$ cat config.mk
export PLATFORM = sky130hd
export DESIGN_NAME = pcs_ctrl
export DESIGN_NICKNAME = d
export VERILOG_FILES = /design/src/rtl/core/pcs_pkg.sv /design/src/rtl/core/pcs_ctrl.sv
export SDC_FILE = /design/constraint.sdc
export NUM_CORES = 1
export LEC_CHECK = 0
export BUFFER_PORTS_ARGS = -buffer_cell sky130_fd_sc_hd__buf_4
export CAP_MARGIN = 15
export CORE_AREA = 2 2 39 41
export CTS_CLUSTER_DIAMETER = 40
export DETAILED_ROUTE_END_ITERATION = 8
export DIE_AREA = 0 0 41 43
export PLACE_DENSITY = 0.32
export REMOVE_ABC_BUFFERS = 1
export SYNTH_ARGS = -nofsm -noshare
export SYNTH_HDL_FRONTEND = slang
export SYNTH_SLANG_ARGS = --single-unit
export TNS_END_PERCENT = 100
$ cat constraint.sdc
create_clock -name clock -period 3.4 [get_ports clock]
set_clock_uncertainty 0.05 [all_clocks]
set_input_delay 0.68 -clock clock [delete_from_list [all_inputs] [get_ports clock]]
set_output_delay 0.68 -clock clock [all_outputs]
set_load 0.02 [all_outputs]
$ cat src/rtl/core/pcs_pkg.sv
package pcs_pkg;

   localparam int TableEntries = 64;
   localparam int SecW   = 32;
   localparam int UsecW  = 20;
   localparam int LenW   = 18;
   localparam int MacW   = 48;
   localparam int CntW   = 32;
   localparam int BytesW = 48;

   localparam logic [CntW-1:0]   CntMax   = {CntW{1'b1}};
   localparam logic [BytesW-1:0] BytesMax = {BytesW{1'b1}};
   localparam logic [LenW-1:0]   LenMax   = {LenW{1'b1}};

   // controller to datapath
   typedef struct packed {
      logic load;      // capture a new transaction, start search
      logic step;      // compare one table entry
      logic commit;    // write tables and scalar statistics
   } cmd_type;

   // datapath to controller
   typedef struct packed {
      logic search_done;
   } status_type;

endpackage

$ cat src/rtl/core/pcs_ctrl.sv
module pcs_ctrl (
   input  logic                 clock,
   input  logic                 reset,
   input  logic                 req_tvalid,
   output logic                 req_tready,
   output logic                 rsp_tvalid,
   input  logic                 rsp_tready,
   input  pcs_pkg::status_type  status,
   output pcs_pkg::cmd_type     cmd
);

   localparam logic [1:0] StIdle   = 2'd0;
   localparam logic [1:0] StSearch = 2'd1;
   localparam logic [1:0] StCommit = 2'd2;
   localparam logic [1:0] StOut    = 2'd3;

   logic [1:0] state_ff, state_in;

   // a new item may enter once the last result has gone out
   assign req_tready = (state_ff == StIdle);
   assign rsp_tvalid = (state_ff == StOut);

   always_comb begin
      state_in   = state_ff;
      cmd.load   = 1'b0;
      cmd.step   = 1'b0;
      cmd.commit = 1'b0;
      unique case (state_ff)
         StIdle: begin
            if (req_tvalid) begin
               cmd.load = 1'b1;
               state_in = StSearch;
            end
         end
         StSearch: begin
            if (status.search_done) state_in = StCommit;
            else                    cmd.step = 1'b1;
         end
         StCommit: begin
            cmd.commit = 1'b1;
            state_in   = StOut;
         end
         StOut: begin
            if (rsp_tready) state_in = StIdle;
         end
         default: state_in = StIdle;
      endcase
   end

   always_ff @(posedge clock) begin
      if (reset) state_ff <= StIdle;
      else       state_ff <= state_in;
   end

endmodule

Word level (Yosys, flattened, before mapping)

Index checks and enable logic that the tools add are counted.

Equal/unequal tests: 6
Multiplexer cells: 9
Reductions and logical operators: 2

Operators with widths:

| cell                                                                    | count |
|---|---|
| 2-bit case mux with 4 select lines                                      | 1 |
| 2-bit two-way mux                                                       | 3 |
| 1-bit two-way mux                                                       | 5 |
| 2-bit == test, second input constant                                    | 2 |
| 2-bit inequality test, second input constant                            | 2 |
| 3-bit AND reduction                                                     | 1 |
| 2-bit by 1-bit == test with 1-bit output, second input constant         | 1 |
| 2-bit logical NOT                                                       | 1 |
| 2-bit by 1-bit inequality test with 1-bit output, second input constant | 1 |

Flip-flop bits (word level): 2
Input port bits: 5
Output and inout bits: 5
Logic and storage cells: 18

Depth between registers and ports, before layout

Word-level depth: 3
Mapped depth: 5
Gate-level depth less buffers: 5

Worst setup path before layout

Ideal clock, no wire load.

Path kind: register to output
Start point: register state_ff[0]
End point: output port cmd[2] in the netlist's numbering
Data arrival time: 0.950 ns
Required time: 2.670 ns
Setup slack: 1.720 ns
Cell stages (with the launch flop): 4
Path buffers: 0
Path through: dfxtp_1 inv_1 ha_1 and2_1

RTL lines:

| element                | RTL line       | RTL |
|---|---|---|
| from (decl)            | pcs_ctrl.sv:17 | `logic [1:0] state_ff, state_in;` |
| from (signal assigned) | pcs_ctrl.sv:51 | `if (reset) state_ff <= StIdle;` |
| from (signal assigned) | pcs_ctrl.sv:52 | `else state_ff <= state_in;` |
| to (decl)              | pcs_ctrl.sv:9  | `output pcs_pkg::cmd_type cmd` |

==> run metrics <==
Synth Area in Compound Gates=between 5 and 6%; FF-to-FF path depth=4; CTS-repair resized insts=0; yosys warns=0; adder-cell share of the synthesized area=about 29%; Routed Antenna Nets=0; CTS Sinks=2; H-tree Lvls=1; Chip Height=43 um; routed wire length=approximately 410 um; # Post-CTS Setup Buffers=0; worst vdd ir=0.233 mV; Final min period=1.94 ns; routed len/inst=8.81 um; Biggest register=state_ff; Via density=3.45; Power per Cell Area=between 800 and 900 nW/um^2; Final period util=57.1%; Simple-Gate Fraction of Synth Area=a little under a third; f_max=515 MHz; Core Box Area=1380 sq um; RePlAce Congestion=~0.6; final hold vios=0; Hold-fix buffers, CTS=0; DR iter-0 viols=1; Max-slew headroom=78.0%; Max Root-Sink Buffers=2; initial antenna violation count=0; share of cells above drive strength 1=a little over two fifths; Final #Nets=42; setup violators final=0; post-synthesis sequential area ratio=23.0%; largest registers=state_ff x2; Initial Util=12.6%; Synth Cell Area=around 170 sq um; # IOs=10; largest cells by area after synthesis=ha_1 (29%), dfxtp_1 (23%), nor2b_4 (7.9%); worst min-delay path category=flip-flop to flip-flop; largest family of logic cells by synthesized area=simple AND/OR/NAND/NOR gates; final slew viol count=0; die area=about 1800 sq um; max FFs per register=2; clock latency at the later pin of the worst-skew pair=0.23 ns; Pre-antenna DRT Iters=2; Root Driver=clkbuf_4; IO buf count=9; cell leakage power=0.150 nW; max_cap viols=0; Setup crit end kind=output pin; Worst Path Required=2.67 ns; first-pass GRT wire length=~540 um; vias in the first global route=137; RSZ-0062 raised after global routing=false; CP Max Fanout=4; Die Wd=41 um; overflow left after global routing=0; Critical Path Start Type=flip-flop; Synth top area share=between 20% and 30%; CP Class=flip-flop to output pin; Post-Synth XOR/XNOR Area=0%; #FFs+latches synth=2; Syn Inst Count=19; synthesis-to-layout area growth=63.3%; total negative slack=0 ns; CTS tree=done; status=finished, final reports clean; Unique masters post-synth=11; CTS Buf Count=3; GRT Util Overall=~5%; Tightest Pin Transition=0.328 ns; clock-pin slew on the worst setup and hold paths=0.03 ns; Hold Path Depth=2; mux contribution to synthesized area=5.76%; # rows=14; ANT cells=0; total number of vias=162; leading area contributor after synthesis=ha_1; CP arrival=1.21 ns; DRC=0; total chip power=0.251 mW; largest net degree at the start of global routing=5; Post-Syn Area per Cell=9.15 sq um
[placed cells by master, fill, tap and decap left out]
cell	count
nand2_1	2
mux2i_1	1
o211a_1	1
or4_1	1
inv_1	3
nor2b_4	1
dfxtp_1	2
buf_4	9
ha_1	4
and2_1	1
nor3_1	1
nor2b_1	2
clkbuf_4	3
[layout make-up]
| type | count | area (sq um) |
|---|---|---|
| inverters | 3 | 11.3 |
| repair buffers | 9 | 67.6 |
| flip-flops and latches | 2 | 40.0 |
| well taps | 16 | 20.0 |
| fillers | 151 | 1100 |
| multi-input cells | 14 | 123 |
| clock buffers | 3 | 22.5 |
[critical path, cell delays in order, from the launching register on]
cell and delay [ns]:
dfxtp_1 0.38, inv_1 0.08, ha_1 0.23, and2_1 0.14
buf_4 0.15
[metal layers]
layer	global-route usage, %	wire length [um]
met5	0	0
met1	6.05	208
met3	4.71	62
met2	5.31	143
met4	4.00	0
[power breakdown]
part | leakage [nW] | switching (mW) | total, mW | internal, mW
clock network | 0.0138 | 0.0138 | 0.0527 | 0.0390
logic | 0.120 | 0.0774 | 0.151 | 0.0733
registers | 0.0165 | 0.0129 | 0.0478 | 0.0349
[metrics by stage]
| stage | worst slack [ns] | instance area (sq um) | util (%) | hold slack [ns] | cells |
|---|---|---|---|---|---|
| after floorplan | 1.72 | 174 | - | 0.418 | 19 |
| after global placement | 1.59 | 262 | 18.9 | 0.447 | 44 |
| after detailed placement | 1.59 | 262 | 18.9 | 0.458 | 44 |
| after CTS | 1.44 | 284 | 20.5 | 0.462 | 47 |
| after global routing | 1.39 | 284 | 20.5 | 0.488 | 47 |
| final | 1.46 | 284 | 20.5 | 0.454 | 47 |
[synth_stat cells (all sizes together)]
master  count
and2        1
dfxtp       2
ha          4
inv         3
mux2i       1
nand2       2
nor2b       3
nor3        1
o211a       1
or4         1
[final timing paths]
check	start	endpoint	slack, ns
max	state_ff[0]$_SDFFE_PP0P_	cmd[2]	1.46
min	state_ff[1]$_SDFFE_PP0P_	state_ff[1]$_SDFFE_PP0P_	0.45
max reg2reg	state_ff[0]$_SDFFE_PP0P_	state_ff[0]$_SDFFE_PP0P_	1.86
min reg2reg	state_ff[1]$_SDFFE_PP0P_	state_ff[1]$_SDFFE_PP0P_	0.45
[cells by family after synthesis]
family	Yosys count
mux	1
compound gates	1
fa+ha+maj	4
buf+inv	3
flops	2
simple gates	8
Power figures use the tool's default switching activity.
